--- src/hw/rtl/u8sd_pkg.sv ---
package u8sd_pkg;

  // Width of the internal character counter; char_count_o reports at most 16 bits.
  localparam int COUNT_WIDTH  = 16;
  localparam int CHAR_COUNT_W = 16;
  localparam int CP_W         = 21;
  localparam int QUEUE_DEPTH  = 2;

  localparam logic [1:0] KIND_CHAR = 2'd0;
  localparam logic [1:0] KIND_END  = 2'd1;
  localparam logic [1:0] KIND_ERR  = 2'd2;

  localparam logic [1:0] ERR_NONE      = 2'd0;
  localparam logic [1:0] ERR_STRAY     = 2'd1;
  localparam logic [1:0] ERR_BAD_LEAD  = 2'd2;
  localparam logic [1:0] ERR_TRUNCATED = 2'd3;

  typedef enum logic [2:0] {
    CLS_END,
    CLS_ASCII,
    CLS_CONT,
    CLS_LEAD2,
    CLS_LEAD3,
    CLS_LEAD4,
    CLS_BAD
  } cls_e;

  typedef struct packed {
    cls_e       cls;
    logic [7:0] data;
  } op_t;

endpackage

--- src/hw/rtl/u8sd_front.sv ---
module u8sd_front (
  input  logic [7:0]     byte_i,
  output u8sd_pkg::op_t  op_o
);

  u8sd_pkg::cls_e cls;

  always_comb begin
    if (byte_i == 8'h00) begin
      cls = u8sd_pkg::CLS_END;
    end else if (byte_i[7] == 1'b0) begin
      cls = u8sd_pkg::CLS_ASCII;
    end else if (byte_i[7:6] == 2'b10) begin
      cls = u8sd_pkg::CLS_CONT;
    end else if (byte_i[7:5] == 3'b110) begin
      cls = u8sd_pkg::CLS_LEAD2;
    end else if (byte_i[7:4] == 4'b1110) begin
      cls = u8sd_pkg::CLS_LEAD3;
    end else if (byte_i[7:3] == 5'b11110) begin
      cls = u8sd_pkg::CLS_LEAD4;
    end else begin
      cls = u8sd_pkg::CLS_BAD;
    end
  end

  assign op_o.cls  = cls;
  assign op_o.data = byte_i;

endmodule

--- src/hw/rtl/u8sd_queue.sv ---
module u8sd_queue (
  input  logic          clk_i,
  input  logic          rst_ni,
  input  logic          push_i,
  input  u8sd_pkg::op_t push_data_i,
  input  logic          pop_i,
  output u8sd_pkg::op_t head_o,
  output logic          empty_o,
  output logic          full_o
);

  localparam int PtrW = $clog2(u8sd_pkg::QUEUE_DEPTH);

  u8sd_pkg::op_t mem_q [u8sd_pkg::QUEUE_DEPTH];
  logic [PtrW-1:0] wr_ptr_q, wr_ptr_d;
  logic [PtrW-1:0] rd_ptr_q, rd_ptr_d;
  logic [PtrW:0]   count_q, count_d;

  assign empty_o = (count_q == '0);
  assign full_o  = (count_q == (PtrW+1)'(u8sd_pkg::QUEUE_DEPTH));
  assign head_o  = mem_q[rd_ptr_q];

  always_comb begin
    wr_ptr_d = wr_ptr_q;
    rd_ptr_d = rd_ptr_q;
    count_d  = count_q;
    if (push_i) begin
      wr_ptr_d = wr_ptr_q + 1'b1;
    end
    if (pop_i) begin
      rd_ptr_d = rd_ptr_q + 1'b1;
    end
    if (push_i && !pop_i) begin
      count_d = count_q + 1'b1;
    end else if (!push_i && pop_i) begin
      count_d = count_q - 1'b1;
    end
  end

  always_ff @(posedge clk_i or negedge rst_ni) begin
    if (!rst_ni) begin
      wr_ptr_q <= '0;
      rd_ptr_q <= '0;
      count_q  <= '0;
    end else begin
      wr_ptr_q <= wr_ptr_d;
      rd_ptr_q <= rd_ptr_d;
      count_q  <= count_d;
    end
  end

  always_ff @(posedge clk_i) begin
    if (push_i) begin
      mem_q[wr_ptr_q] <= push_data_i;
    end
  end

endmodule

--- src/hw/rtl/u8sd_back.sv ---
module u8sd_back (
  input  logic                                clk_i,
  input  logic                                rst_ni,
  input  u8sd_pkg::op_t                       op_i,
  input  logic                                op_avail_i,
  output logic                                op_pop_o,
  output logic                                out_valid_o,
  input  logic                                out_stall_i,
  output logic [1:0]                          kind_o,
  output logic [u8sd_pkg::CP_W-1:0]           code_point_o,
  output logic [2:0]                          byte_len_o,
  output logic [1:0]                          error_code_o,
  output logic [u8sd_pkg::CHAR_COUNT_W-1:0]   char_count_o,
  output logic                                string_ok_o
);

  localparam int CW = u8sd_pkg::COUNT_WIDTH;

  logic [u8sd_pkg::CP_W-1:0] partial_q, partial_d;
  logic [1:0]                left_q, left_d;
  logic [2:0]                len_q, len_d;
  logic [CW-1:0]             seen_q, seen_d;
  logic                      err_q, err_d;

  logic                      valid_q, valid_d;
  logic [1:0]                kind_q, kind_d;
  logic [u8sd_pkg::CP_W-1:0] cp_q, cp_d;
  logic [2:0]                blen_q, blen_d;
  logic [1:0]                ecode_q, ecode_d;
  logic [u8sd_pkg::CHAR_COUNT_W-1:0] cnt_q, cnt_d;
  logic                      ok_q, ok_d;

  logic                      emit;
  logic [u8sd_pkg::CP_W-1:0] shifted;
  logic [CW-1:0]             seen_inc;
  logic [31:0]               seen_ext;
  logic                      cut;

  // Advance whenever the output slot is free or being drained this cycle.
  assign op_pop_o = op_avail_i && (!valid_q || !out_stall_i);

  assign shifted  = {partial_q[u8sd_pkg::CP_W-7:0], op_i.data[5:0]};
  assign seen_inc = (seen_q == {CW{1'b1}}) ? seen_q : seen_q + 1'b1;
  assign seen_ext = 32'(seen_q);
  assign cut      = (left_q != 2'd0);

  always_comb begin
    partial_d = partial_q;
    left_d    = left_q;
    len_d     = len_q;
    seen_d    = seen_q;
    err_d     = err_q;
    emit      = 1'b0;
    kind_d    = kind_q;
    cp_d      = cp_q;
    blen_d    = blen_q;
    ecode_d   = ecode_q;
    cnt_d     = cnt_q;
    ok_d      = ok_q;

    if (op_pop_o) begin
      emit    = 1'b1;
      kind_d  = u8sd_pkg::KIND_CHAR;
      cp_d    = '0;
      blen_d  = '0;
      ecode_d = u8sd_pkg::ERR_NONE;
      cnt_d   = '0;
      ok_d    = 1'b0;

      if (op_i.cls == u8sd_pkg::CLS_END) begin
        kind_d  = u8sd_pkg::KIND_END;
        ecode_d = cut ? u8sd_pkg::ERR_TRUNCATED : u8sd_pkg::ERR_NONE;
        cnt_d   = (seen_ext > 32'h0000_FFFF) ? {u8sd_pkg::CHAR_COUNT_W{1'b1}}
                                             : seen_ext[u8sd_pkg::CHAR_COUNT_W-1:0];
        ok_d    = !(cut || err_q);
        partial_d = '0;
        left_d    = '0;
        len_d     = '0;
        seen_d    = '0;
        err_d     = 1'b0;
      end else if (cut) begin
        // Any nonzero byte inside an open character counts as continuation.
        left_d    = left_q - 1'b1;
        partial_d = shifted;
        if (left_q == 2'd1) begin
          cp_d      = shifted;
          blen_d    = len_q;
          seen_d    = seen_inc;
          partial_d = '0;
          len_d     = '0;
        end else begin
          emit = 1'b0;
        end
      end else begin
        case (op_i.cls)
          u8sd_pkg::CLS_ASCII: begin
            cp_d   = u8sd_pkg::CP_W'(op_i.data);
            blen_d = 3'd1;
            seen_d = seen_inc;
          end
          u8sd_pkg::CLS_CONT: begin
            kind_d  = u8sd_pkg::KIND_ERR;
            ecode_d = u8sd_pkg::ERR_STRAY;
            err_d   = 1'b1;
          end
          u8sd_pkg::CLS_LEAD2: begin
            emit      = 1'b0;
            partial_d = u8sd_pkg::CP_W'(op_i.data[4:0]);
            left_d    = 2'd1;
            len_d     = 3'd2;
          end
          u8sd_pkg::CLS_LEAD3: begin
            emit      = 1'b0;
            partial_d = u8sd_pkg::CP_W'(op_i.data[3:0]);
            left_d    = 2'd2;
            len_d     = 3'd3;
          end
          u8sd_pkg::CLS_LEAD4: begin
            emit      = 1'b0;
            partial_d = u8sd_pkg::CP_W'(op_i.data[2:0]);
            left_d    = 2'd3;
            len_d     = 3'd4;
          end
          default: begin
            kind_d  = u8sd_pkg::KIND_ERR;
            ecode_d = u8sd_pkg::ERR_BAD_LEAD;
            err_d   = 1'b1;
          end
        endcase
      end
    end

    if (emit) begin
      valid_d = 1'b1;
    end else if (!out_stall_i) begin
      valid_d = 1'b0;
    end else begin
      valid_d = valid_q;
    end
  end

  always_ff @(posedge clk_i or negedge rst_ni) begin
    if (!rst_ni) begin
      partial_q <= '0;
      left_q    <= '0;
      len_q     <= '0;
      seen_q    <= '0;
      err_q     <= 1'b0;
      valid_q   <= 1'b0;
    end else begin
      partial_q <= partial_d;
      left_q    <= left_d;
      len_q     <= len_d;
      seen_q    <= seen_d;
      err_q     <= err_d;
      valid_q   <= valid_d;
    end
  end

  // Hold the result fields unless a new result is loaded.
  always_ff @(posedge clk_i) begin
    if (emit) begin
      kind_q  <= kind_d;
      cp_q    <= cp_d;
      blen_q  <= blen_d;
      ecode_q <= ecode_d;
      cnt_q   <= cnt_d;
      ok_q    <= ok_d;
    end
  end

  assign out_valid_o  = valid_q;
  assign kind_o       = kind_q;
  assign code_point_o = cp_q;
  assign byte_len_o   = blen_q;
  assign error_code_o = ecode_q;
  assign char_count_o = cnt_q;
  assign string_ok_o  = ok_q;

endmodule

--- src/hw/rtl/utf8_stream_decoder_unit.sv ---
// UTF-8 stream decoder: takes one byte per transaction and returns at most one
// result per byte (a decoded character, an end-of-string summary on a zero
// byte, or an error). It sustains one byte per cycle while the output is not
// stalled: a classifier feeds a two-entry queue, and the decode stage pops one
// entry per cycle, while the output register is free or being drained, into a
// single output register. Input stall rises only when the queue is full, which
// can happen when the output stalls while bytes keep arriving. Continuation
// bytes are not checked; the character count saturates.
module utf8_stream_decoder_unit (
  input  logic                              clk_i,
  input  logic                              rst_ni,
  input  logic                              in_valid_i,
  output logic                              in_stall_o,
  input  logic [7:0]                        in_byte_i,
  output logic                              out_valid_o,
  input  logic                              out_stall_i,
  output logic [1:0]                        kind_o,
  output logic [u8sd_pkg::CP_W-1:0]         code_point_o,
  output logic [2:0]                        byte_len_o,
  output logic [1:0]                        error_code_o,
  output logic [u8sd_pkg::CHAR_COUNT_W-1:0] char_count_o,
  output logic                              string_ok_o
);

  u8sd_pkg::op_t front_op;
  u8sd_pkg::op_t head_op;
  logic          q_empty;
  logic          q_full;
  logic          q_pop;
  logic          q_push;

  assign in_stall_o = q_full;
  assign q_push     = in_valid_i && !q_full;

  u8sd_front u_front (
    .byte_i (in_byte_i),
    .op_o   (front_op)
  );

  u8sd_queue u_queue (
    .clk_i       (clk_i),
    .rst_ni      (rst_ni),
    .push_i      (q_push),
    .push_data_i (front_op),
    .pop_i       (q_pop),
    .head_o      (head_op),
    .empty_o     (q_empty),
    .full_o      (q_full)
  );

  u8sd_back u_back (
    .clk_i        (clk_i),
    .rst_ni       (rst_ni),
    .op_i         (head_op),
    .op_avail_i   (!q_empty),
    .op_pop_o     (q_pop),
    .out_valid_o  (out_valid_o),
    .out_stall_i  (out_stall_i),
    .kind_o       (kind_o),
    .code_point_o (code_point_o),
    .byte_len_o   (byte_len_o),
    .error_code_o (error_code_o),
    .char_count_o (char_count_o),
    .string_ok_o  (string_ok_o)
  );

  a_char_fields: assert property (@(posedge clk_i) disable iff (!rst_ni)
    out_valid_o && kind_o == u8sd_pkg::KIND_CHAR |->
      byte_len_o != 3'd0 && byte_len_o <= 3'd4 && error_code_o == u8sd_pkg::ERR_NONE
      && char_count_o == '0)
    else $error("character result with bad fields");

  a_non_end_clean: assert property (@(posedge clk_i) disable iff (!rst_ni)
    out_valid_o && kind_o != u8sd_pkg::KIND_END |-> !string_ok_o)
    else $error("string_ok set on non-end result");

  a_truncated_fails: assert property (@(posedge clk_i) disable iff (!rst_ni)
    out_valid_o && kind_o == u8sd_pkg::KIND_END && error_code_o == u8sd_pkg::ERR_TRUNCATED
      |-> !string_ok_o && byte_len_o == 3'd0 && code_point_o == '0)
    else $error("truncated string reported as ok");

  a_stalled_result_holds: assert property (@(posedge clk_i) disable iff (!rst_ni)
    out_valid_o && out_stall_i |=>
      out_valid_o && $stable(kind_o) && $stable(code_point_o) && $stable(byte_len_o)
      && $stable(error_code_o) && $stable(char_count_o) && $stable(string_ok_o))
    else $error("stalled result changed");

endmodule

--- config.mk ---
export PLATFORM = sky130hd
export DESIGN_NAME = utf8_stream_decoder_unit
export DESIGN_NICKNAME = d
export VERILOG_FILES = /design/src/hw/rtl/u8sd_pkg.sv /design/src/hw/rtl/u8sd_front.sv /design/src/hw/rtl/u8sd_queue.sv /design/src/hw/rtl/u8sd_back.sv /design/src/hw/rtl/utf8_stream_decoder_unit.sv
export SDC_FILE = /design/constraint.sdc
export NUM_CORES = 1
export LEC_CHECK = 0
export BUFFER_PORTS_ARGS = -buffer_cell sky130_fd_sc_hd__buf_2
export CAP_MARGIN = 20
export CORE_ASPECT_RATIO = 1.1
export CORE_MARGIN = 2
export CORE_UTILIZATION = 50
export CTS_BUF_LIST = sky130_fd_sc_hd__clkbuf_16
export CTS_CLUSTER_DIAMETER = 80
export DETAILED_ROUTE_END_ITERATION = 12
export PLACE_DENSITY = 0.72
export REMOVE_ABC_BUFFERS = 1
export SYNTH_ARGS = -nofsm -noshare
export SYNTH_HDL_FRONTEND = slang
export SYNTH_SLANG_ARGS = --single-unit
--- constraint.sdc ---
create_clock -name clk_i -period 5.4 [get_ports clk_i]
set_clock_uncertainty 0.1 [all_clocks]
set_input_delay 0.81 -clock clk_i [delete_from_list [all_inputs] [get_ports clk_i]]
set_output_delay 0.81 -clock clk_i [all_outputs]
set_load 0.05 [all_outputs]
==> Word level (Yosys, flattened, before mapping) <==
Memory sizes are Yosys's and may differ from the RTL's.
Index checks and enable logic that the tools add are counted.
{ "word_totals": {"reg_bits": 87, "ramBits": 22, "memories": 1, "output_inout_bits": 47} }
{ "classes": {"n_reduce_logical": 28, "n_addsub": 6, "n_lt_le_gt_ge": 1, "mux": 49, "eq_ne": 16} }
{ "mem_list": {"columns": ["memory", "words", "word_bits", "read_ports", "rd_clocked_by_memory_dff", "write_ports", "line", "rtl"], "rows": [
  ["u_queue.mem_q", 2, 11, 1, 0, 1, "u8sd_queue.sv:14", "u8sd_pkg::op_t mem_q [u8sd_pkg::QUEUE_DEPTH];"]
]} }
{ "ops": {"columns": ["op", "count"], "rows": [
  ["16-bit two-way mux", 6],
  ["15-bit two-way mux", 3],
  ["15-bit one-hot mux with 3 select lines", 1],
  ["21-bit two-way mux", 2],
  ["3-bit two-way mux", 10],
  ["2-bit two-way mux", 9],
  ["16-bit by 1-bit adder with 16-bit output, second input constant", 1],
  ["16-bit equality test, second input constant", 1],
  ["16-bit > comparator, second input constant", 1],
  ["1-bit two-way mux", 14],
  ["3-bit equality test, second input constant", 3],
  ["3-bit one-hot mux with 3 select lines", 1],
  ["3-bit AND reduction", 3],
  ["8-bit zero test", 1],
  ["8-bit two-way mux", 1],
  ["1-bit zero test", 7],
  ["3-bit by 2-bit equality test with 1-bit output, second input constant", 2],
  ["2-bit one-hot mux with 3 select lines", 1],
  ["5-bit equality test, second input constant", 1],
  ["5-bit nonzero test", 1],
  ["2-bit equality test, second input constant", 2],
  ["4-bit equality test, second input constant", 1],
  ["1-bit logical AND", 4],
  ["2-bit by 1-bit inequality test with 1-bit output, second input constant", 2],
  ["other kinds (17)", 22]
]} }

==> Logic depth before layout (Yosys ltp) <==
Gate-level depths: netlist of run 1.
An unclocked memory read counts as a cell.
{ "depth": {"ltp_word": 8, "ltp_mapped": 8, "depth_no_buf": 7} }

==> Cells and area by module <==
Synthesis of run 1 repeated with hierarchy kept, for this count alone.
{ "hier_totals": {"hier_cells": 406, "hier_area_um2": 4934.7} }
{ "modules_own_cells": {"columns": ["module", "n_inst", "area_per_inst_um2", "cells_each", "seq_area_each_um2"], "rows": [
  ["u8sd_back", 1, 3782.4, 337, 2302.2],
  ["u8sd_queue", 1, 1018.5, 50, 760.7],
  ["u8sd_front", 1, 116.4, 17, 0.0],
  ["utf8_stream_decoder_unit", 1, 17.5, 2, 0.0]
]} }

==> Worst setup path before layout of run 1 <==
Ideal clock, no wire load.
{ "synth_path": {"path_type": "input -> register", "start": "in out_stall_i", "end": "reg u_back.blen_q[0] (netlist: u_back.byte_len_o[0]) (enable)", "setup_slack_ps": 1472, "t_required_ps": 4853, "stages": 4, "setup_time_ps": 447, "path_buffers": 1, "arrival_ps": 3380, "cell_sequence": "a2bb2oi_1 > clkbuf_1 > o21ai_1 > nor2_1"} }
{ "synth_via": {"elab_chain_cells": 5} }
{ "synth_lines": {"columns": ["item", "line", "rtl"], "rows": [
  ["start, declared", "utf8_stream_decoder_unit.sv:16", "input logic out_stall_i,"],
  ["1-bit zero test", "u8sd_back.sv:40", "assign op_pop_o = op_avail_i && (!valid_q || !out_stall_i);"],
  ["1-bit logical OR", "u8sd_back.sv:40", null],
  ["1-bit logical AND", "u8sd_back.sv:40", null],
  ["1-bit two-way mux", "u8sd_back.sv:61", "if (op_pop_o) begin"],
  ["via u_back.emit", "u8sd_back.sv:33", "logic emit;"],
  ["2-bit AND reduction (no line)", null, null],
  ["end signal, assigned", "u8sd_back.sv:165", "blen_q <= blen_d;"],
  ["end, declared", "u8sd_back.sv:28", "logic [2:0] blen_q, blen_d;"]
]} }
The timed path passes the listed nets, and every way through them passes these cells.
A chain may end at the register's enable or synchronous reset.

==> Final worst setup path of run 1 <==
{ "layout_path": {"start": "reg u_queue.rd_ptr_q", "end": "reg u_back.cnt_q (netlist bit u_back.char_count_o[12]) (enable)"} }
{ "layout_via": {"elab_chain_cells": 8} }
{ "layout_lines": {"columns": ["item", "line", "rtl"], "rows": [
  ["start, declared", "u8sd_queue.sv:16", "logic [PtrW-1:0] rd_ptr_q, rd_ptr_d;"],
  ["start signal, assigned", "u8sd_queue.sv:47", "rd_ptr_q <= rd_ptr_d;"],
  ["memory read 2 x 11 bit *", null, null],
  ["3-bit by 2-bit equality test with 1-bit output or 3-bit equality test (tied branches)", "u8sd_back.sv:95", "case (op_i.cls)"],
  ["3-bit OR reduction (no line)", null, null],
  ["1-bit two-way mux", "u8sd_back.sv:95", null],
  ["1-bit two-way mux", "u8sd_back.sv:81", "end else if (cut) begin"],
  ["1-bit two-way mux *", "u8sd_back.sv:70", "if (op_i.cls == u8sd_pkg::CLS_END) begin"],
  ["1-bit two-way mux *", "u8sd_back.sv:61", null],
  ["via u_back.emit", "u8sd_back.sv:33", null],
  ["2-bit AND reduction (no line) *", null, null],
  ["end signal, assigned", "u8sd_back.sv:167", "cnt_q <= cnt_d;"],
  ["end, declared", "u8sd_back.sv:30", "logic [u8sd_pkg::CHAR_COUNT_W-1:0] cnt_q, cnt_d;"]
]} }
The timed path passes the listed nets; every way through them passes the cells marked *.

==> results.md, run 1 <==
Critical path:
- The start of the worst register-to-register path is u_queue.rd_ptr_q.
- The setup check on the worst reg-to-reg path leaves a slack of 1.94 ns.
- The critical-path cell with the highest stage delay is sky130_fd_sc_hd__dfrtp_1.
- The signal arrival time at the worst endpoint is 3.36 ns.
- The critical path goes through nor4b_4, nor2_2, inv_2, o21ai_1, nor2_4, buf_4.
- The delay contributed by the slowest stage of the critical path is 0.91 ns.
- The category of the most critical setup path is reg2reg.
- For the worst setup path, the data required time is 5.30 ns.
- For the worst flop-to-flop path, the logic depth is 6.
- The endpoint identified for the worst register-to-register timing path is u_back.char_count_o[12].
- The peak fanout along the critical path is 36.
- The worst setup path is captured at a flop.
- STA classifies the critical path startpoint as a flop.

Logic synthesis:
- The sequential fraction of the synthesis area is 63.8%.
- The cell type contributing the most total cell area after synthesis is sky130_fd_sc_hd__edfxtp_1.
- The synthesized netlist occupies a cell area of 4800 um2.
- The number of different library cells in the post-synthesis netlist is 55.
- Synthesis produced a netlist whose cell count is 390.
- Synthesis inferred 109 register bits.
- Yosys attributes the largest share of cell area to sky130_fd_sc_hd__edfxtp_1, sky130_fd_sc_hd__dfrtp_1, sky130_fd_sc_hd__and2_1.
- The most common cell in the synthesized netlist is sky130_fd_sc_hd__edfxtp_1.
- The top cell type by area accounts for 41.9% of the synthesized area.
- The number of synthesis warnings is 0.
- The per-instance average area after synthesis is 12.3 um2.
- Of all flip-flops after synthesis, the portion carrying an async set or reset was 38.5%.
- The number of enable flip-flop cells after synthesis is 67.
- The most used flip-flop cell after synthesis is sky130_fd_sc_hd__edfxtp_1.
- The commonest cells after synthesis are sky130_fd_sc_hd__edfxtp_1, sky130_fd_sc_hd__dfrtp_1, sky130_fd_sc_hd__nand2_1.

Route:
- Using the TritonRoute via totals, the vias-per-cell ratio works out to 5.62.
- The pre-antenna-repair detailed-routing pass consisted of 5 iterations.
- Once detail routing completed, the nets flagged for antenna violations numbered 0.
- The routed wire length is 8.91 mm.
- The wire length per cell after detailed routing is 15.7 um.
- The detailed-route DRC error count is 0.
- The number of vias after detailed routing is 3188.
- The number of DRC violations after detailed-routing iteration 0 is 177.

Worst hold path:
- The worst hold path begins at u_queue.wr_ptr_q.
- The sink of the worst hold path is u_queue.wr_ptr_q.
- In this run the worst hold path is classified as reg2reg.
- The depth of the worst hold-timing path is 1.

Clock network:
- CTS built an H-tree with a depth of 3.
- Counting along the longest clock path gives a buffer depth of 2.
- The number of cells upsized or downsized after cts is 0.
- The clock buffer count from CTS is 9.
- The clock drives 109 sinks.
- The number of setup buffers added after CTS is 0.
- For the worst-skew pair, the clock arrives at the later sink with an insertion delay of 0.35 ns.
- TritonCTS built the clock tree.
- Clock-pin slew was measured on the worst setup and hold paths at 0.07 ns.
- For this design, the CTS-stage hold fixing added 0 buffers.
- The cell sitting at the root of the clock tree is a sky130_fd_sc_hd__clkbuf_16.

Timing:
- The final number of hold-violating endpoints is 0.
- Across all hold checks on the routed design, the worst slack comes to 0.405 ns.
- The achievable frequency is 0.289 GHz.
- The total of endpoints with negative setup slack in the final report is 0.
- The total negative slack for setup checks is 0 ns.
- The max-slew violation total from the final report was 0.
- For the finished layout, the period the worst path requires is 3.46 ns.
- Setup repair after global routing left no endpoint under its margin.
- At the pin with the least slew margin, the transition time is 0.986 ns.
- In this run the tightest slew margin relative to its limit is 34.3%.
- Dividing the final minimum period by the clock period gives 64.1%.

Global route:
- The via count of the first global-routing pass is 3022.
- Summed over all layers, the global routing overflow is 0.
- The global-route wire length before repair is 15.1 mm.
- The total routing resource utilization after global routing is 18.3%.
- The pin count of the biggest net entering global routing is 43.
- The initial antenna violation count came to 0.

Floorplan:
- The floorplan has 37 rows.
- In this run the standard cell core region covers 9350 um2.
- The starting density of the core is 51.4%.
- The vertical die dimension is 107 um.
- The total die area is 10400 um2.
- The number of top-level design ports is 59.
- The die width is 97.5 um.

Cells and area:
- The post-layout net count is 459.
- The layout has 761 filler cells.
- Cells with a size suffix above 1 make up 21.6% of the layout.
- The number of antenna diodes in the final layout is 0.
- The area growth from synthesis to final layout is 14.8%.

Flow run:
- The count of maximum capacitance violations is 0.

Place:
- The half-perimeter wire length after detailed placement is 6.15 mm.
- Buffers placed on the I/O ports in this run total 58.
- The placer's final routability congestion estimate is 0.795.

Outcome:
- The run finished with clean final reports.
-- logic make-up (layout without fill, tap and decap cells) --
group / count (synthesis) / in the layout / synth area share [%]
flops: 109 / 109 / 63.8
mux: 20 / 20 / 4.51
xor+xnor: 10 / 10 / 1.82
buf+inv: 33 / 93 / 2.79
simple gates: 152 / 152 / 17.0
fa+ha+maj: 2 / 2 / 0.521
compound gates: 64 / 64 / 9.56
-- flip-flops by register name, indices dropped and copies added, names as in the netlist --
name and flops:
u_back.byte_len_o 3, u_back.char_count_o 16, u_back.code_point_o 21, u_back.err_q 1, u_back.error_code_o 2, u_back.kind_o 2, u_back.left_q 2, u_back.len_q 3
u_back.out_valid_o 1, u_back.partial_q 15, u_back.seen_q 16, u_back.string_ok_o 1, u_queue.count_q 2, u_queue.mem_q 22, u_queue.rd_ptr_q 1, u_queue.wr_ptr_q 1
-- cell type report --
type | count | area, um2 | share of cell area (%)
sequential | 109 | 3060 | 55.6
tap | 117 | 146 | 2.66
timing repair buffer | 62 | 318 | 5.76
clock buffer | 9 | 225 | 4.09
clock inverter | 7 | 90.1 | 1.63
inverter | 15 | 56.3 | 1.02
multi-input combinational | 248 | 1610 | 29.3
-- worst max path at each step --
stage	start	to	depth (start not counted)
after global routing	u_queue.rd_ptr_q	u_back.char_count_o[12]	6
after floorplan	u_queue.rd_ptr_q	u_back.byte_len_o[0]	5
final	u_queue.rd_ptr_q	u_back.char_count_o[12]	6
after detailed placement	u_queue.rd_ptr_q	u_back.char_count_o[13]	6
after global placement	u_queue.rd_ptr_q	u_back.char_count_o[10]	6
after CTS	u_queue.rd_ptr_q	u_back.char_count_o[0]	6
-- routing by layer --
layer	part of all wire, %	track usage, %
met5	0	0
met4	2.2	8.43
met3	4.4	3.26
met2	47	28.1
met1	46	25.7
-- cell usage in the layout, fill, tap and decap left out, types with 3 or more instances in the layout --
| master | Yosys | layout |
|---|---|---|
| sky130_fd_sc_hd__edfxtp_1 | 67 | 67 |
| sky130_fd_sc_hd__buf_2 | 2 | 58 |
| sky130_fd_sc_hd__dfrtp_1 | 42 | 42 |
| sky130_fd_sc_hd__nand2_1 | 34 | 34 |
| sky130_fd_sc_hd__nor2_1 | 33 | 32 |
| sky130_fd_sc_hd__o21ai_0 | 24 | 24 |
| sky130_fd_sc_hd__and2_1 | 24 | 24 |
| sky130_fd_sc_hd__nor3_1 | 15 | 15 |
| sky130_fd_sc_hd__mux2i_1 | 13 | 13 |
| sky130_fd_sc_hd__inv_1 | 13 | 13 |
| sky130_fd_sc_hd__nand4_1 | 13 | 13 |
| sky130_fd_sc_hd__clkbuf_16 | 0 | 9 |
| sky130_fd_sc_hd__a21oi_1 | 8 | 8 |
| sky130_fd_sc_hd__nand3_1 | 8 | 8 |
| sky130_fd_sc_hd__xnor2_1 | 8 | 8 |
| sky130_fd_sc_hd__a31oi_1 | 6 | 6 |
| sky130_fd_sc_hd__o41ai_1 | 5 | 5 |
| sky130_fd_sc_hd__a41o_1 | 5 | 5 |
| sky130_fd_sc_hd__nand2b_1 | 4 | 4 |
| sky130_fd_sc_hd__and3_1 | 4 | 4 |
| sky130_fd_sc_hd__mux2_2 | 3 | 3 |
| sky130_fd_sc_hd__a2111oi_1 | 3 | 3 |
| sky130_fd_sc_hd__buf_4 | 0 | 3 |
-- worst max-delay path: cells and delay by family (launching register included) --
kind | cells | cell delay, ns
flip-flops | 1 | 0.91
AND/OR/NAND/NOR | 3 | 1.02
buffers and inverters | 2 | 0.84
AO/OA/AOI/OAI | 1 | 0.21
-- metrics by stage --
step / utilization [%] / setup WS (ns) / instance area (um2) / cells
floorplan: - / 1.09 / 4730 / 372
detailed placement: 55.5 / 1.91 / 5190 / 550
CTS: 58.9 / 1.90 / 5510 / 566
finish: 59.0 / 1.94 / 5510 / 567
global route: 59.0 / 1.63 / 5510 / 567
global placement: 55.5 / 2.02 / 5190 / 550
Power of run 1 is not shown: default switching activity piles up to over one toggle a cycle in this logic, so the estimate is an artifact.
==> run 2, diff against run 1 <==
==> constraint.sdc (replaced) <==
create_clock -name clk_i -period 3.6 [get_ports clk_i]
set_clock_uncertainty 0.1 [all_clocks]
set_input_delay 0.54 -clock clk_i [delete_from_list [all_inputs] [get_ports clk_i]]
set_output_delay 0.54 -clock clk_i [all_outputs]
set_load 0.05 [all_outputs]
==> results.md, run 2 (synthesized netlist as in run 1, its figures left out) <==
Outcome:
- The flow ran to the end, and the final reports show no timing, DRC or antenna violations.

Timing:
- The final number of hold-violating endpoints is 0 (unchanged).
- The total of endpoints with negative setup slack in the final report is 0 (unchanged).
- The worst slew margin relative to its limit came to 38.6% (+4.3 points).
- The max-slew violation total from the final report is 0 (unchanged).
- The ratio of final minimum period to clock period is 80.4% (+16 points).
- The final critical path time including I/O delays and setup is 2.89 ns (-0.568 ns).
- The pin slew with the least headroom to its limit is 0.919 ns (-0.0663 ns).
- The total negative slack for setup checks was 0 ns (unchanged).
- Setup repair after global routing left no endpoint under its margin.
- The achievable frequency was 0.346 GHz (+20%).

Critical path:
- The signal arrival time at the worst endpoint came to 2.84 ns (-0.52 ns).
- The worst register-to-register path begins at u_queue.rd_ptr_q.
- The most critical setup path has its endpoint at u_back.code_point_o[1].
- The flop-to-flop setup slack is 0.71 ns (-1.23 ns).
- The endpoint class of the critical path is a flop.
- The data required time of the worst path was 3.54 ns (-1.76 ns).
- The worst setup path is of the reg2reg kind.
- The number of cells traversed by the worst register-to-register path is 6 (unchanged).
- Tracing the worst setup path back leads to its startpoint at u_queue.rd_ptr_q.
- The capturing point of the worst reg2reg path is u_back.code_point_o[1].
- The startpoint type of the worst setup path is a flop.
- The peak fanout along the critical path came to 32 (-11%).

Route:
- The iteration count of the initial detailed-routing pass is 4 (-1).
- The average via count per standard cell is 5.65 (+0.45%).
- The detailed-route DRC error count is 0 (unchanged).
- The number of DRC violations after detailed-routing iteration 0 is 228 (+29%).
- The routed wire length is 9.28 mm (+4.2%).
- The number of nets with antenna violations after routing came to 0 (unchanged).
- The wire length per cell after detailed routing came to 16.2 um (+2.9%).
- The number of vias after detailed routing came to 3242 (+1.7%).

Cells and area:
- The flip-flop count of the largest register, all copies and words added came to 22 (unchanged).
- The area occupied by multi-input gates is 1610 um2 (unchanged).
- Leaving out fill and tap cells, the most frequent cells in the layout are sky130_fd_sc_hd__edfxtp_1, sky130_fd_sc_hd__buf_2, sky130_fd_sc_hd__dfrtp_1, sky130_fd_sc_hd__nand2_1, sky130_fd_sc_hd__nor2_1.
- The post-layout net count was 466 (+1.5%).
- The number of inserted filler cells in the final layout is 744 (-2.2%).
- Relative to the synthesized area, the layout overhead comes to 15.8%.
- The register name with the most flops is u_queue.mem_q.
- The utilization after layout is 59.5% (+0.52 points).
- The area used by sequential logic in the layout came to 3060 um2 (unchanged).
- The share of layout cells above drive strength 1 is 22.5% (+0.98 points).
- The commonest non-fill, non-tap cell in the layout is sky130_fd_sc_hd__edfxtp_1.
- The post-route standard cell area excluding fillers is 5560 um2 (+0.89%).
- The number of cells in the finished layout apart from fillers is 574 (+1.2%).
- The number of diodes added for antenna fixing is 0 (unchanged).

Global route:
- The pin count of the biggest net entering global routing came to 43 (unchanged).
- The total global routing overflow is 0 (unchanged).
- The total routing resource utilization after global routing is 18.8% (+0.53 points).
- The global routing usage on met2 is 30.8% (+2.7 points).
- The fraction of met3 tracks used by global routing is 4.17% (+0.91 points).
- The global-route wire length before repair is 15.4 mm (+2.3%).
- The busiest layer in global routing is met2.
- The initial antenna violation count is 0 (unchanged).
- The met1 layer usage reported by global route is 25.1% (-0.61 points).
- The via count of the first global-routing pass came to 3086 (+2.1%).

Clock network:
- The buffers inserted during post-CTS setup optimization is 0 (unchanged).
- The count of H-tree levels built during CTS came to 3 (unchanged).
- The clock latency on the worst-skew pair is 0.35 ns (about the same).
- The clock-pin slew on the worst setup and hold paths came to 0.07 ns (about the same).
- The clock buffer count from CTS is 9 (unchanged).
- The tree is rooted in a sky130_fd_sc_hd__clkbuf_16.
- The maximum buffer depth of the clock tree is 2 (unchanged).
- The clock tree from TritonCTS is done.
- The number of clock sinks was 109 (unchanged).

Floorplan:
- The number of top-level design ports is 59 (unchanged).
- The area of the placeable core is 9350 um2 (unchanged).
- The total die area is 10400 um2 (unchanged).
- The vertical die dimension came to 107 um (unchanged).
- The starting density of the core is 51.4% (unchanged).
- The site row count is 37 (unchanged).
- The die width is 97.5 um (unchanged).

Place:
- The placer's final routability congestion estimate came to 0.809 (+1.8%).
- The number of cells after detailed placement is 556 (+1.1%).
- The number of buffers added on ports is 58 (unchanged).
- The half-perimeter wire length after detailed placement was 6.36 mm (+3.4%).
- The total placed instance area is 5240 um2 (+0.87%).

Worst hold path:
- The tightest min-delay check is of the in2reg type.

Flow run:
- The count of maximum capacitance violations came to 0 (unchanged).
## run 2: what timing repair did
action | in CTS | in global routing
hold buffers | 0 | 1
resized for setup | 0 | 0
hold endpoints to repair | 0 | 2
## run 2: how the worst min path moves through the flow
| stage | slack (ns) | to | startpoint | cells past startpoint |
|---|---|---|---|---|
| 2_1_floorplan | 0.14 | u_back.err_q | rst_ni | 0 |
| 3_3_place_gp | 0.38 | u_queue.wr_ptr_q | u_queue.wr_ptr_q | 1 |
| 3_5_place_dp | 0.38 | u_back.partial_q[9] | u_back.partial_q[9] | 2 |
| 4_1_cts | 0.28 | u_queue.wr_ptr_q | rst_ni | 1 |
| 5_1_grt | 0.29 | u_queue.mem_q[1][1] | in_byte_i[1] | 1 |
| 6_report | 0.29 | u_queue.mem_q[1][1] | in_byte_i[1] | 1 |
## run 2: area by class of cell
class / count / area share (%)
clock buffers: 9 / 4.05
flip-flops and latches: 109 / 55.1
multi-input cells: 248 / 29.0
repair buffers: 69 / 6.97
clock inverters: 7 / 1.24
inverters: 15 / 1.01
well taps: 117 / 2.63
## run 2: critical path: stages, from the launching register on
cell	delay, ns
sky130_fd_sc_hd__dfrtp_1	0.60
sky130_fd_sc_hd__mux2i_1	0.45
sky130_fd_sc_hd__nor2_1	0.15
sky130_fd_sc_hd__nand2_1	0.09
sky130_fd_sc_hd__a21oi_1	0.11
sky130_fd_sc_hd__nor2_4	0.72
sky130_fd_sc_hd__buf_4	0.36
## run 2: stage by stage
step	hold slack, ns	setup WS (ns)
floorplan	0.144	-0.709
global placement	0.379	0.886
detailed placement	0.380	0.727
CTS	0.284	0.709
global route	0.293	0.507
finish	0.292	0.707
## run 2: layer usage
layer / part of all wire (%) / wire length, um
met1: 44 / 4050
met4: 1.5 / 139
met5: 0 / 0
met3: 4.6 / 424
met2: 50 / 4670
Power of run 2 is left out for the same reason.
==> run 3, diff against run 2 <==
--- a/config.mk
+++ b/config.mk
@@ -13,7 +13,7 @@
 export CTS_BUF_LIST = sky130_fd_sc_hd__clkbuf_16
 export CTS_CLUSTER_DIAMETER = 80
 export DETAILED_ROUTE_END_ITERATION = 12
-export PLACE_DENSITY = 0.72
+export PLACE_DENSITY = 0.75
 export REMOVE_ABC_BUFFERS = 1
 export SYNTH_ARGS = -nofsm -noshare
 export SYNTH_HDL_FRONTEND = slang
==> constraint.sdc (replaced) <==
create_clock -name clk_i -period 2.4 [get_ports clk_i]
set_clock_uncertainty 0.1 [all_clocks]
set_input_delay 0.36 -clock clk_i [delete_from_list [all_inputs] [get_ports clk_i]]
set_output_delay 0.36 -clock clk_i [all_outputs]
set_load 0.05 [all_outputs]
==> results.md, run 3 (synthesized netlist as in run 1, its figures left out) <==
Timing:
- The total of endpoints with negative setup slack in the final report is 0 (unchanged).
- The pin slew with the least headroom to its limit is 0.688 ns (-0.232 ns).
- The final critical path time including I/O delays and setup came to 2.34 ns (-0.554 ns).
- The achievable frequency is 0.427 GHz (+24%).
- The max-slew violation total from the final report is 0 (unchanged).
- The worst-case hold slack is -0.0144 ns (-0.306 ns).
- The post-route worst setup slack came to 0.0608 ns (-0.646 ns).
- The worst slew margin relative to its limit is 54.0% (+15 points).
- The ratio of final minimum period to clock period is 97.5% (+17 points).
- The final number of hold-violating endpoints came to 16 (+16).

Route:
- The number of vias after detailed routing is 3357 (+3.5%).
- The number of DRC violations after detailed-routing iteration 0 is 221 (-3.1%).
- The average via count per standard cell came to 5.58 (-1.3%).
- The iteration count of the initial detailed-routing pass is 5 (+1).
- The number of nets with antenna violations after routing is 0 (unchanged).
- The wire length per cell after detailed routing is 15.6 um (-3.5%).
- The routed wire length is 9.39 mm (+1.2%).
- The detailed-route DRC error count is 0 (unchanged).

Floorplan:
- The total die area is 10400 um2 (unchanged).
- The starting density of the core was 51.4% (unchanged).
- The number of top-level design ports is 59 (unchanged).
- The die width was 97.5 um (unchanged).
- The vertical die dimension is 107 um (unchanged).
- The site row count is 37 (unchanged).
- The area of the placeable core was 9350 um2 (unchanged).

Global route:
- The total routing resource utilization after global routing is 19.2% (+0.33 points).
- The total global routing overflow is 0 (unchanged).
- The via count of the first global-routing pass is 3297 (+6.8%).
- The pin count of the biggest net entering global routing is 43 (unchanged).
- The initial antenna violation count was 0 (unchanged).
- The global-route wire length before repair came to 15.9 mm (+2.8%).

Critical path:
- The startpoint type of the worst setup path is a flop.
- The endpoint class of the critical path is a flop.
- The data required time of the worst path was 2.53 ns (-1.01 ns).
- The peak fanout along the critical path came to 5 (-84%).
- The signal arrival time at the worst endpoint came to 2.47 ns (-0.37 ns).
- The number of cells traversed by the worst register-to-register path is 6 (unchanged).
- The setup path with the least slack is of type reg2reg.

Cells and area:
- The flip-flop count of the largest register, all copies and words added was 22 (unchanged).
- The area growth from synthesis to final layout is 20.2%.
- In the layout the commonest cells are sky130_fd_sc_hd__edfxtp_1, sky130_fd_sc_hd__buf_2, sky130_fd_sc_hd__dfrtp_1, sky130_fd_sc_hd__buf_4, sky130_fd_sc_hd__nand2_1.
- The commonest non-fill, non-tap cell in the layout is sky130_fd_sc_hd__edfxtp_1.
- The number of diodes added for antenna fixing is 0 (unchanged).
- The post-route standard cell area excluding fillers came to 5780 um2 (+3.8%).
- More flip-flops sit in one register than any other, and that register is u_queue.mem_q.
- The post-layout net count was 494 (+6.0%).
- The share of layout cells above drive strength 1 is 27.4% (+4.9 points).

Flow run:
- The count of maximum capacitance violations was 0 (unchanged).

Clock network:
- The number of clock sinks was 109 (unchanged).
- The maximum buffer depth of the clock tree is 2 (unchanged).
- The clock-pin slew on the worst setup and hold paths is 0.07 ns (about the same).
- The hold buffer count at CTS is 0 (unchanged).
- The count of H-tree levels built during CTS was 3 (unchanged).
- CTS placed an instance of sky130_fd_sc_hd__clkbuf_16 at the clock tree root.
- The clock buffer count from CTS was 9 (unchanged).
- The clock latency on the worst-skew pair is 0.35 ns (about the same).
- TritonCTS built the clock tree.

Place:
- The placer's final routability congestion estimate was 0.876 (+8.3%).
- The total placed instance area is 5430 um2 (+3.7%).
- The half-perimeter wire length after detailed placement is 6.55 mm (+3.0%).
- The worst-case setup slack after placement is -0.0410 ns (-0.768 ns).
- The number of buffers added on ports is 58 (unchanged).

Outcome:
- The final reports fail on hold timing.
- The run finished, with violations left.

Worst hold path:
- The class of the most critical hold timing path is in2async.
run 3: changes by cell type in the layout (fill, tap and decap cells not counted), sizes merged:
cell and delta:
dlygate4sd3 -1, buf +29, clkinv -1, clkbuf +1
run 3: path summary, 6_finish.rpt:
| check | to | from | slack (ns) |
|---|---|---|---|
| hold reg to reg | u_queue.wr_ptr_q | u_queue.wr_ptr_q | 0.40 |
| hold / removal | u_queue.wr_ptr_q | rst_ni | -0.01 |
| min in group clk_i | u_queue.mem_q[1][1] | in_byte_i[1] | 0.11 |
| setup / recovery | u_back.len_q[0] | u_queue.mem_q[1][9] | 0.06 |
| max in group asynchronous | u_queue.rd_ptr_q | rst_ni | 1.80 |
| setup reg to reg | u_back.len_q[0] | u_queue.mem_q[1][9] | 0.06 |
run 3: layout make-up:
cell class,count,area (um2)
Fill cell,742,3580
Sequential cell,109,3060
Multi-Input combinational cell,248,1630
Timing Repair Buffer,97,596
Clock buffer,10,250
Clock inverter,6,33.8
Inverter,15,56.3
Tap cell,117,146
run 3: per-stage QoR:
step,setup TNS (ns),utilization [%],instances
3_3_place_gp,-7.16,57.9,579
2_1_floorplan,-98.32,-,372
4_1_cts,0,61.1,596
3_5_place_dp,-0.150,58.1,580
6_report,0,61.8,602
5_1_grt,-0.0426,61.8,602
run 3: critical path: stages (launching register included):
cell                       delay, ns
sky130_fd_sc_hd__edfxtp_1       0.50
sky130_fd_sc_hd__mux2_2         0.33
sky130_fd_sc_hd__buf_4          0.15
sky130_fd_sc_hd__or3_1          0.42
sky130_fd_sc_hd__a21oi_2        0.20
sky130_fd_sc_hd__or2_1          0.22
sky130_fd_sc_hd__mux2_4         0.31
run 3: routing by layer:
layer	global-route usage (%)	part of all wire (%)	wire length [um]
met5	0	0	0
met4	10.5	3.6	338
met1	25.9	44	4100
met2	29.5	48	4540
met3	3.65	4.4	411
run 3: repair_timing:
action,CTS,global route
buffers inserted,0,6
pin swaps,0,1
endpoints found under the setup margin,5,8
resized for setup,1,2
Power of run 3 is left out for the same reason.
